==> config.mk <==
export PLATFORM = sky130hd
export DESIGN_NAME = byte_stream_message_deframer
export DESIGN_NICKNAME = d
export VERILOG_FILES = /design/src/rtl/bsmd_pkg.sv /design/src/rtl/bsmd_parse.sv /design/src/rtl/bsmd_rsp_fifo.sv /design/src/rtl/byte_stream_message_deframer.sv
export SDC_FILE = /design/constraint.sdc
export NUM_CORES = 1
export LEC_CHECK = 0
export BUFFER_PORTS_ARGS = -buffer_cell sky130_fd_sc_hd__buf_2
export CORE_MARGIN = 3
export CORE_UTILIZATION = 62
export DETAILED_ROUTE_END_ITERATION = 6
export PLACE_DENSITY = 0.92
export SYNTH_ARGS = -nofsm -noshare
export SYNTH_HDL_FRONTEND = slang
export SYNTH_SLANG_ARGS = --single-unit
==> constraint.sdc <==
create_clock -name clock -period 4.7 [get_ports clock]
set_input_delay 0.705 -clock clock [delete_from_list [all_inputs] [get_ports clock]]
set_output_delay 0.705 -clock clock [all_outputs]
set_load 0.01 [all_outputs]
==> src/rtl/bsmd_pkg.sv <==
// Shared types and constants for the byte stream message deframer.
// Used by bsmd_parse, bsmd_rsp_fifo and byte_stream_message_deframer.
package bsmd_pkg;

   // Default cap on delivered payload bytes per frame
   localparam int MaxPayloadDefault = 4096;

   // Depth of the result queue: room for two results per item plus slack
   localparam int RspDepth = 4;

   localparam logic [7:0] CharLf = 8'h0A;
   localparam logic [7:0] CharCr = 8'h0D;

   typedef enum logic {
      OP_BYTE  = 1'b0,
      OP_CLOSE = 1'b1
   } op_type;

   typedef enum logic {
      MODE_LINE   = 1'b0,
      MODE_FRAMED = 1'b1
   } mode_type;

   typedef enum logic [1:0] {
      KIND_PAYLOAD = 2'd0,
      KIND_END     = 2'd1,
      KIND_ABORT   = 2'd2
   } kind_type;

   typedef enum logic [1:0] {
      PH_HDR_LO = 2'd0,
      PH_HDR_HI = 2'd1,
      PH_BODY   = 2'd2
   } phase_type;

   // One result item
   typedef struct packed {
      kind_type    kind;
      logic [7:0]  data;
      logic [15:0] len;
   } result_type;

   // Results produced by one item, in order
   typedef struct packed {
      logic [1:0] count;
      result_type first;
      result_type second;
   } push_type;

endpackage

==> src/rtl/bsmd_parse.sv <==
// Parse state and per-item result logic of the deframer.
// Depends on bsmd_pkg for item, phase and result types.
module bsmd_parse #(
   parameter int MaxPayload = bsmd_pkg::MaxPayloadDefault
) (
   input  logic               clock,
   input  logic               reset,
   input  logic               csr_write_enable,
   input  logic               csr_framing_mode,
   input  logic               step,
   input  bsmd_pkg::op_type   op,
   input  logic [7:0]         data,
   output bsmd_pkg::push_type push
);

   localparam int RemW = $clog2(MaxPayload + 1);
   localparam logic [RemW-1:0] RemMax = RemW'(MaxPayload);

   // Parse state
   bsmd_pkg::mode_type  mode_ff, mode_in;
   bsmd_pkg::phase_type phase_ff, phase_in;
   logic [7:0]          hdr_lo_ff, hdr_lo_in;
   logic [RemW-1:0]     rem_ff, rem_in;
   logic [15:0]         len_ff, len_in;
   logic                started_ff, started_in;
   logic                cr_ff, cr_in;

   logic [15:0]     hdr_len;
   logic [15:0]     len_p1;
   logic [15:0]     len_p2;
   logic [RemW-1:0] rem_dec;

   assign hdr_len = {data, hdr_lo_ff};
   assign len_p1  = len_ff + 16'd1;
   assign len_p2  = len_ff + 16'd2;
   assign rem_dec = (rem_ff != '0) ? rem_ff - RemW'(1) : '0;

   // Next state and results for one item
   always_comb begin
      mode_in    = mode_ff;
      phase_in   = phase_ff;
      hdr_lo_in  = hdr_lo_ff;
      rem_in     = rem_ff;
      len_in     = len_ff;
      started_in = started_ff;
      cr_in      = cr_ff;
      push.count        = 2'd0;
      push.first.kind   = bsmd_pkg::KIND_PAYLOAD;
      push.first.data   = data;
      push.first.len    = 16'd0;
      push.second.kind  = bsmd_pkg::KIND_PAYLOAD;
      push.second.data  = data;
      push.second.len   = 16'd0;

      if (csr_write_enable) begin
         mode_in = bsmd_pkg::mode_type'(csr_framing_mode);
         phase_in   = bsmd_pkg::PH_HDR_LO;
         hdr_lo_in  = 8'd0;
         rem_in     = '0;
         len_in     = 16'd0;
         started_in = 1'b0;
         cr_in      = 1'b0;
      end else if (step) begin
         if (op == bsmd_pkg::OP_CLOSE) begin
            // close: abort a started message, drop everything else
            if (started_ff) begin
               push.count      = 2'd1;
               push.first.kind = bsmd_pkg::KIND_ABORT;
               push.first.data = 8'd0;
            end
            phase_in   = bsmd_pkg::PH_HDR_LO;
            hdr_lo_in  = 8'd0;
            rem_in     = '0;
            len_in     = 16'd0;
            started_in = 1'b0;
            cr_in      = 1'b0;
         end else if (mode_ff == bsmd_pkg::MODE_LINE) begin
            if (data == bsmd_pkg::CharLf) begin
               // end of line; empty lines give nothing
               if (started_ff) begin
                  push.count      = 2'd1;
                  push.first.kind = bsmd_pkg::KIND_END;
                  push.first.data = 8'd0;
                  push.first.len  = len_ff;
               end
               phase_in   = bsmd_pkg::PH_HDR_LO;
               hdr_lo_in  = 8'd0;
               rem_in     = '0;
               len_in     = 16'd0;
               started_in = 1'b0;
               cr_in      = 1'b0;
            end else if (data == bsmd_pkg::CharCr) begin
               // hold this CR, release an earlier one
               if (cr_ff) begin
                  push.count      = 2'd1;
                  push.first.data = bsmd_pkg::CharCr;
                  len_in          = len_p1;
                  started_in      = 1'b1;
               end
               cr_in = 1'b1;
            end else begin
               // ordinary byte, after a released CR if one is held
               if (cr_ff) begin
                  push.count      = 2'd2;
                  push.first.data = bsmd_pkg::CharCr;
                  len_in          = len_p2;
               end else begin
                  push.count = 2'd1;
                  len_in     = len_p1;
               end
               started_in = 1'b1;
               cr_in      = 1'b0;
            end
         end else begin
            case (phase_ff)
               bsmd_pkg::PH_HDR_LO: begin
                  hdr_lo_in = data;
                  phase_in  = bsmd_pkg::PH_HDR_HI;
               end
               bsmd_pkg::PH_HDR_HI: begin
                  // zero length skips straight to the next header
                  if (hdr_len == 16'd0) begin
                     phase_in = bsmd_pkg::PH_HDR_LO;
                  end else begin
                     rem_in   = ({1'b0, hdr_len} <= 17'(MaxPayload)) ?
                                RemW'(hdr_len) : RemMax;
                     len_in   = 16'd0;
                     phase_in = bsmd_pkg::PH_BODY;
                  end
               end
               bsmd_pkg::PH_BODY: begin
                  push.count = 2'd1;
                  if (rem_dec == '0) begin
                     // last delivered byte closes the frame
                     push.count       = 2'd2;
                     push.first.data  = data;
                     push.second.kind = bsmd_pkg::KIND_END;
                     push.second.data = 8'd0;
                     push.second.len  = len_p1;
                     phase_in   = bsmd_pkg::PH_HDR_LO;
                     hdr_lo_in  = 8'd0;
                     rem_in     = '0;
                     len_in     = 16'd0;
                     started_in = 1'b0;
                     cr_in      = 1'b0;
                  end else begin
                     rem_in     = rem_dec;
                     len_in     = len_p1;
                     started_in = 1'b1;
                  end
               end
               default: begin
                  phase_in = bsmd_pkg::PH_HDR_LO;
               end
            endcase
         end
      end
   end

   // State registers
   always_ff @(posedge clock) begin
      if (reset) begin
         mode_ff    <= bsmd_pkg::MODE_LINE;
         phase_ff   <= bsmd_pkg::PH_HDR_LO;
         hdr_lo_ff  <= 8'd0;
         rem_ff     <= '0;
         len_ff     <= 16'd0;
         started_ff <= 1'b0;
         cr_ff      <= 1'b0;
      end else begin
         mode_ff    <= mode_in;
         phase_ff   <= phase_in;
         hdr_lo_ff  <= hdr_lo_in;
         rem_ff     <= rem_in;
         len_ff     <= len_in;
         started_ff <= started_in;
         cr_ff      <= cr_in;
      end
   end

endmodule

==> src/rtl/bsmd_rsp_fifo.sv <==
// Result queue: takes zero, one or two results per cycle, hands out one when popped.
// Depends on bsmd_pkg for the result and push types.
module bsmd_rsp_fifo (
   input  logic                 clock,
   input  logic                 reset,
   input  bsmd_pkg::push_type   push,
   input  logic                 pop,
   output logic                 not_empty,
   output logic                 has_room,
   output logic [2:0]           level,
   output bsmd_pkg::result_type head
);

   localparam int PtrW = $clog2(bsmd_pkg::RspDepth);

   bsmd_pkg::result_type entry_ff [bsmd_pkg::RspDepth];
   logic [PtrW-1:0] wr_ff, wr_in;
   logic [PtrW-1:0] rd_ff, rd_in;
   logic [2:0]      cnt_ff, cnt_in;
   logic [PtrW-1:0] wr_next;

   assign wr_next   = wr_ff + PtrW'(1);
   assign not_empty = (cnt_ff != 3'd0);
   assign has_room  = (cnt_ff <= 3'(bsmd_pkg::RspDepth - 2));
   assign level     = cnt_ff;
   assign head      = entry_ff[rd_ff];

   // Pointer and count update
   always_comb begin
      wr_in  = wr_ff + PtrW'(push.count);
      rd_in  = pop ? rd_ff + PtrW'(1) : rd_ff;
      cnt_in = cnt_ff + 3'(push.count) - 3'(pop);
   end

   always_ff @(posedge clock) begin
      if (reset) begin
         wr_ff  <= '0;
         rd_ff  <= '0;
         cnt_ff <= 3'd0;
      end else begin
         wr_ff  <= wr_in;
         rd_ff  <= rd_in;
         cnt_ff <= cnt_in;
      end
   end

   // Entry storage
   always_ff @(posedge clock) begin
      if (push.count != 2'd0) begin
         entry_ff[wr_ff] <= push.first;
      end
      if (push.count == 2'd2) begin
         entry_ff[wr_next] <= push.second;
      end
   end

endmodule

==> src/rtl/byte_stream_message_deframer.sv <==
// Top level of the byte stream message deframer: input register, parser, result queue.
// Depends on bsmd_pkg, bsmd_parse and bsmd_rsp_fifo.
//
// Takes one received byte or close item per cycle unless stalled and turns it into
// payload bytes, end markers carrying the wrapping 16-bit message length, and abort
// markers. csr_framing_mode selects newline-terminated lines (0) or two-byte
// little-endian length framing (1); a write also clears all parse state. An item waits
// in the input register until the queue has room. The sustained rate is one item per
// cycle while results are taken; an item that yields two results (a released CR before
// a byte, or the last byte of a frame with its end marker) is absorbed by a four-entry
// result queue, and req_stall rises only when the queue has fewer than two free entries.
module byte_stream_message_deframer #(
   parameter int MaxPayload = bsmd_pkg::MaxPayloadDefault
) (
   input  logic        clock,
   input  logic        reset,
   input  logic        csr_write_enable,
   input  logic        csr_framing_mode,
   input  logic        req_valid,
   output logic        req_stall,
   input  logic        req_operation,
   input  logic [7:0]  req_data_byte,
   output logic        rsp_valid,
   input  logic        rsp_stall,
   output logic [1:0]  rsp_result_kind,
   output logic [7:0]  rsp_payload_byte,
   output logic [15:0] rsp_message_length
);

   logic                 in_valid_ff, in_valid_in;
   logic                 in_op_ff;
   logic [7:0]           in_data_ff;
   logic                 step;
   logic                 has_room;
   logic                 not_empty;
   logic [2:0]           level;
   bsmd_pkg::push_type   push;
   bsmd_pkg::result_type head;

   // Item leaves the input register when the queue can take two results
   assign step        = in_valid_ff && has_room;
   assign req_stall   = in_valid_ff && !has_room;
   assign in_valid_in = req_stall ? in_valid_ff : req_valid;

   always_ff @(posedge clock) begin
      if (reset) begin
         in_valid_ff <= 1'b0;
      end else begin
         in_valid_ff <= in_valid_in;
      end
   end

   always_ff @(posedge clock) begin
      if (!req_stall) begin
         in_op_ff   <= req_operation;
         in_data_ff <= req_data_byte;
      end
   end

   bsmd_parse #(
      .MaxPayload(MaxPayload)
   ) u_parse (
      .clock            (clock),
      .reset            (reset),
      .csr_write_enable (csr_write_enable),
      .csr_framing_mode (csr_framing_mode),
      .step             (step),
      .op               (bsmd_pkg::op_type'(in_op_ff)),
      .data             (in_data_ff),
      .push             (push)
   );

   bsmd_rsp_fifo u_rsp_fifo (
      .clock     (clock),
      .reset     (reset),
      .push      (push),
      .pop       (rsp_valid && !rsp_stall),
      .not_empty (not_empty),
      .has_room  (has_room),
      .level     (level),
      .head      (head)
   );

   // Result port
   assign rsp_valid          = not_empty;
   assign rsp_result_kind    = head.kind;
   assign rsp_payload_byte   = head.data;
   assign rsp_message_length = head.len;

   // Queue never overfills
   assert property (@(posedge clock) disable iff (reset)
      level <= 3'(bsmd_pkg::RspDepth))
      else $error("result queue overflow");

   // Results only appear for items that were processed
   assert property (@(posedge clock) disable iff (reset)
      (push.count != 2'd0) |-> step)
      else $error("results pushed without an item");

   // Stall only when the queue is short of space
   assert property (@(posedge clock) disable iff (reset)
      req_stall |-> (level > 3'(bsmd_pkg::RspDepth - 2)))
      else $error("input stalled with queue space free");

   // A shown result carries a defined kind
   assert property (@(posedge clock) disable iff (reset)
      rsp_valid |-> (rsp_result_kind == bsmd_pkg::KIND_PAYLOAD ||
                     rsp_result_kind == bsmd_pkg::KIND_END ||
                     rsp_result_kind == bsmd_pkg::KIND_ABORT))
      else $error("undefined result kind");

endmodule

==> flow_summary.yaml <==
grt:
  grt_max_degree: 38
  grt_pass1_vias: 7678
  grt_overflow_total: 0
  grt_usage_pct: 29.9
  grt_pass1_wl_mm: 39.2
  antenna_found_initial: 0
placed_design:
  gp_congestion: 0.982
  placed_area_um2: 9570
  io_buffer_count: 42
  dp_hpwl_mm: 15.7
  post-place-ws_ps: 583
cts:
  holdBufCountCts: 0
  cts_resized: 0
  cts_root_buf: "clkbuf_16"
  worst_skew_pair.late_latency_ps: 440
  cts_setup_buffers: 0
  clock_path_buffers: 2
  numCtsBuffers: 17
  htreeDepth: 4
  clk_pin_slew_ps: 60
  cts_sinks: 165
  cts_tree: "done"
floorplan:
  dieArea_um2: 16500
  initial_utilization_pct: 63.5
  placementRows: 44
  ios: 43
  die_x_um: 128
  die_y_um: 128
  core_area_um2: 14600
yosys:
  yosys.area.top_type_share_pct: 35.3
  netlist_area_um2: 9270
  ys_seq_area_share_pct: 47.4
  yosysTopAreaCell: "edfxtp_1"
  netlist_instances: 935
  netlist_top_cells_area: "edfxtp_1 (35%), dfxtp_1 (12%), mux4_2 (6.3%)"
  synthesis.nets: 960
  synth_cell_types: 72
  synth_edf_count: 109
  yosys_warnings: 0
  ys.flop_type: "edfxtp_1"
  syn_avg_cell_area_um2: 9.91
  ys_ff_latch: 165
  ys_async_sr_fraction_pct: 0
sta:
  tightest_slew_ps: 1080
  fin_skew_ps: 8.14
  grt_setup_unrepaired: "no"
  setup_slack_ps: 425
  fmax_mhz: 234
  setup_tns_ps: 0
  setup_viol: 0
  layout_min_cycle_time_ps: 4280
  hold_violations: 0
  post-route-period-util_pct: 91.0
  slew_viol_final: 0
  relSlewSlack_pct: 27.3
critical_path:
  crit_fanout: 18
  crit_chain: "or4_1 -> nor2_1 -> inv_1 -> ha_1 -> a21oi_1 -> o21ai_0 -> o41ai_4 -> inv_2 -> nor2_4 -> o22ai_2 -> buf_12"
  cp-end-kind: "flip-flop"
  startpoint_type: "flip-flop"
  critical_path.slowest_cell: "or4_1"
  cpPeakStageDelay_ps: 650
  crit_arrival_ps: 4420
  crit_family: "compound AO/OA/AOI/OAI gates"
  cp.required_ps: 4850
  crit_buf_inv: 3
  worst-setup-path-type: "reg2reg"
drt:
  ant_nets: 0
  dr.pass1.iters: 7
  via_per_inst: 7.25
  num_vias: 8166
  drt_iter0_drc: 1440
  drc: 22
  drt-total-wl_mm: 24.3
  wl_per_cell_um: 21.6
layout:
  final_nets: 955
  insertedDiodeCount: 0
  drive_gt1_share_pct: 14.4
  final_area_um2: 10200
  area_delta_synth_final_pct: 9.57
run_status:
  violations: "design-rule violations"
  status: "finished, violations left"
run:
  cap_violations: 0
power:
  leakagePower_nw: 3.39
  vdd_ir_drop_max_v: 0.000287
  power_density_nw_per_um2: 358
worst_hold_path:
  min_path_type: "in2reg"
## registers in the layout, summed over array words and instances, names as in the netlist, named ones only
signal               count
u_rsp_fifo.entry_ff    104
u_parse.mode_ff          1
in_data_ff               8
in_op_ff                 1
u_rsp_fifo.rd_ff         2
u_parse.hdr_lo_ff        8
u_parse.started_ff       1
in_valid_ff              1
u_rsp_fifo.level         3
u_parse.rem_ff          13
u_parse.phase_ff         2
u_rsp_fifo.wr_ff         2
u_parse.len_ff          16
u_parse.cr_ff            1
## synth_stat cells (all sizes together) (3+ instances only)
library cell / number
nor3: 27
nor3b: 5
a21o: 13
o22ai: 17
nand2: 87
ha: 9
o32ai: 5
o211ai: 4
and3: 5
dfxtp: 56
o21ai: 97
xnor2: 13
nor2: 74
o221a: 3
a32oi: 8
and2: 6
inv: 22
clkbuf: 78
o31ai: 30
o41ai: 4
o221ai: 3
a31oi: 8
o31a: 5
a22o: 13
nor4: 38
a22oi: 15
mux2i: 4
edfxtp: 109
nand3: 28
xor2: 11
or3: 6
or4: 10
nand2b: 5
mux4: 26
a21boi: 9
a21oi: 28
a211o: 4
buf: 9
a32o: 7
nor2b: 7
## per-stage QoR
stage / hold WS, ps / power (mW) / std cells / util [%]
2_1_floorplan: 453 / 2.08 / 935 / -
3_3_place_gp: 473 / 2.24 / 1095 / 65.6
3_5_place_dp: 481 / 2.25 / 1095 / 65.6
4_1_cts: 432 / 3.65 / 1126 / 69.6
5_1_grt: 432 / 3.77 / 1126 / 69.6
6_report: 437 / 3.64 / 1126 / 69.6
## kinds of logic after synthesis
| family | after synthesis | share of synthesized area (%) |
|---|---|---|
| XOR/XNOR | 24 | 2.27 |
| adder cells (fa/ha/maj) | 10 | 1.43 |
| AO/OA/AOI/OAI | 286 | 20.9 |
| multiplexers | 32 | 7.03 |
| buffers and inverters | 109 | 4.59 |
| flip-flops | 165 | 47.4 |
| AND/OR/NAND/NOR | 309 | 16.3 |
## path summary, 6_finish.rpt
path | start | endpoint | slack [ps] | depth (start not counted)
worst max-delay path | in_data_ff[6] | u_rsp_fifo.entry_ff[0][14] | 420 | 11
worst min-delay path | req_data_byte[2] | in_data_ff[2] | 440 | 1
worst max register to register | in_data_ff[6] | u_rsp_fifo.entry_ff[0][14] | 420 | 11
worst min register to register | u_rsp_fifo.entry_ff[3][25] | u_rsp_fifo.entry_ff[3][25] | 490 | 2
## routing by layer
metal / share of wire, % / GRT usage (%) / vias up
li1: - / - / 3583
met1: 39 / 40.7 / 3799
met2: 45 / 45.4 / 641
met3: 12 / 7.58 / 143
met4: 4.4 / 13.5 / 0
met5: 0 / 0 / -
## layout make-up
class | instances | area [um^2]
Clock buffer | 20 | 437
Inverter | 22 | 82.6
Tap cell | 184 | 230
Sequential cell | 165 | 4400
Timing Repair Buffer | 63 | 393
Fill cell | 989 | 4430
Clock inverter | 11 | 151
Multi-Input combinational cell | 661 | 4470
## cell usage in the layout, fill, tap and decap left out, types with 17 or more instances in the layout
cell,netlist,final
buf_4,0,19
mux4_2,26,26
edfxtp_1,109,109
nor3_1,27,27
nand2_1,87,87
dfxtp_1,56,55
nor2_1,73,71
inv_1,21,21
nor4_1,38,38
nand3_1,28,28
o21ai_0,96,96
clkbuf_16,0,17
o31ai_1,30,30
buf_2,1,42
a21oi_1,28,28
## power by group
group / internal (mW) / leakage, nW / switching, mW
logic: 0.273 / 1.61 / 0.251
clock network: 0.836 / 0.274 / 0.587
registers: 1.58 / 1.50 / 0.110
total: 2.69 / 3.39 / 0.948
No activity file was read; power rests on OpenSTA's default activity.
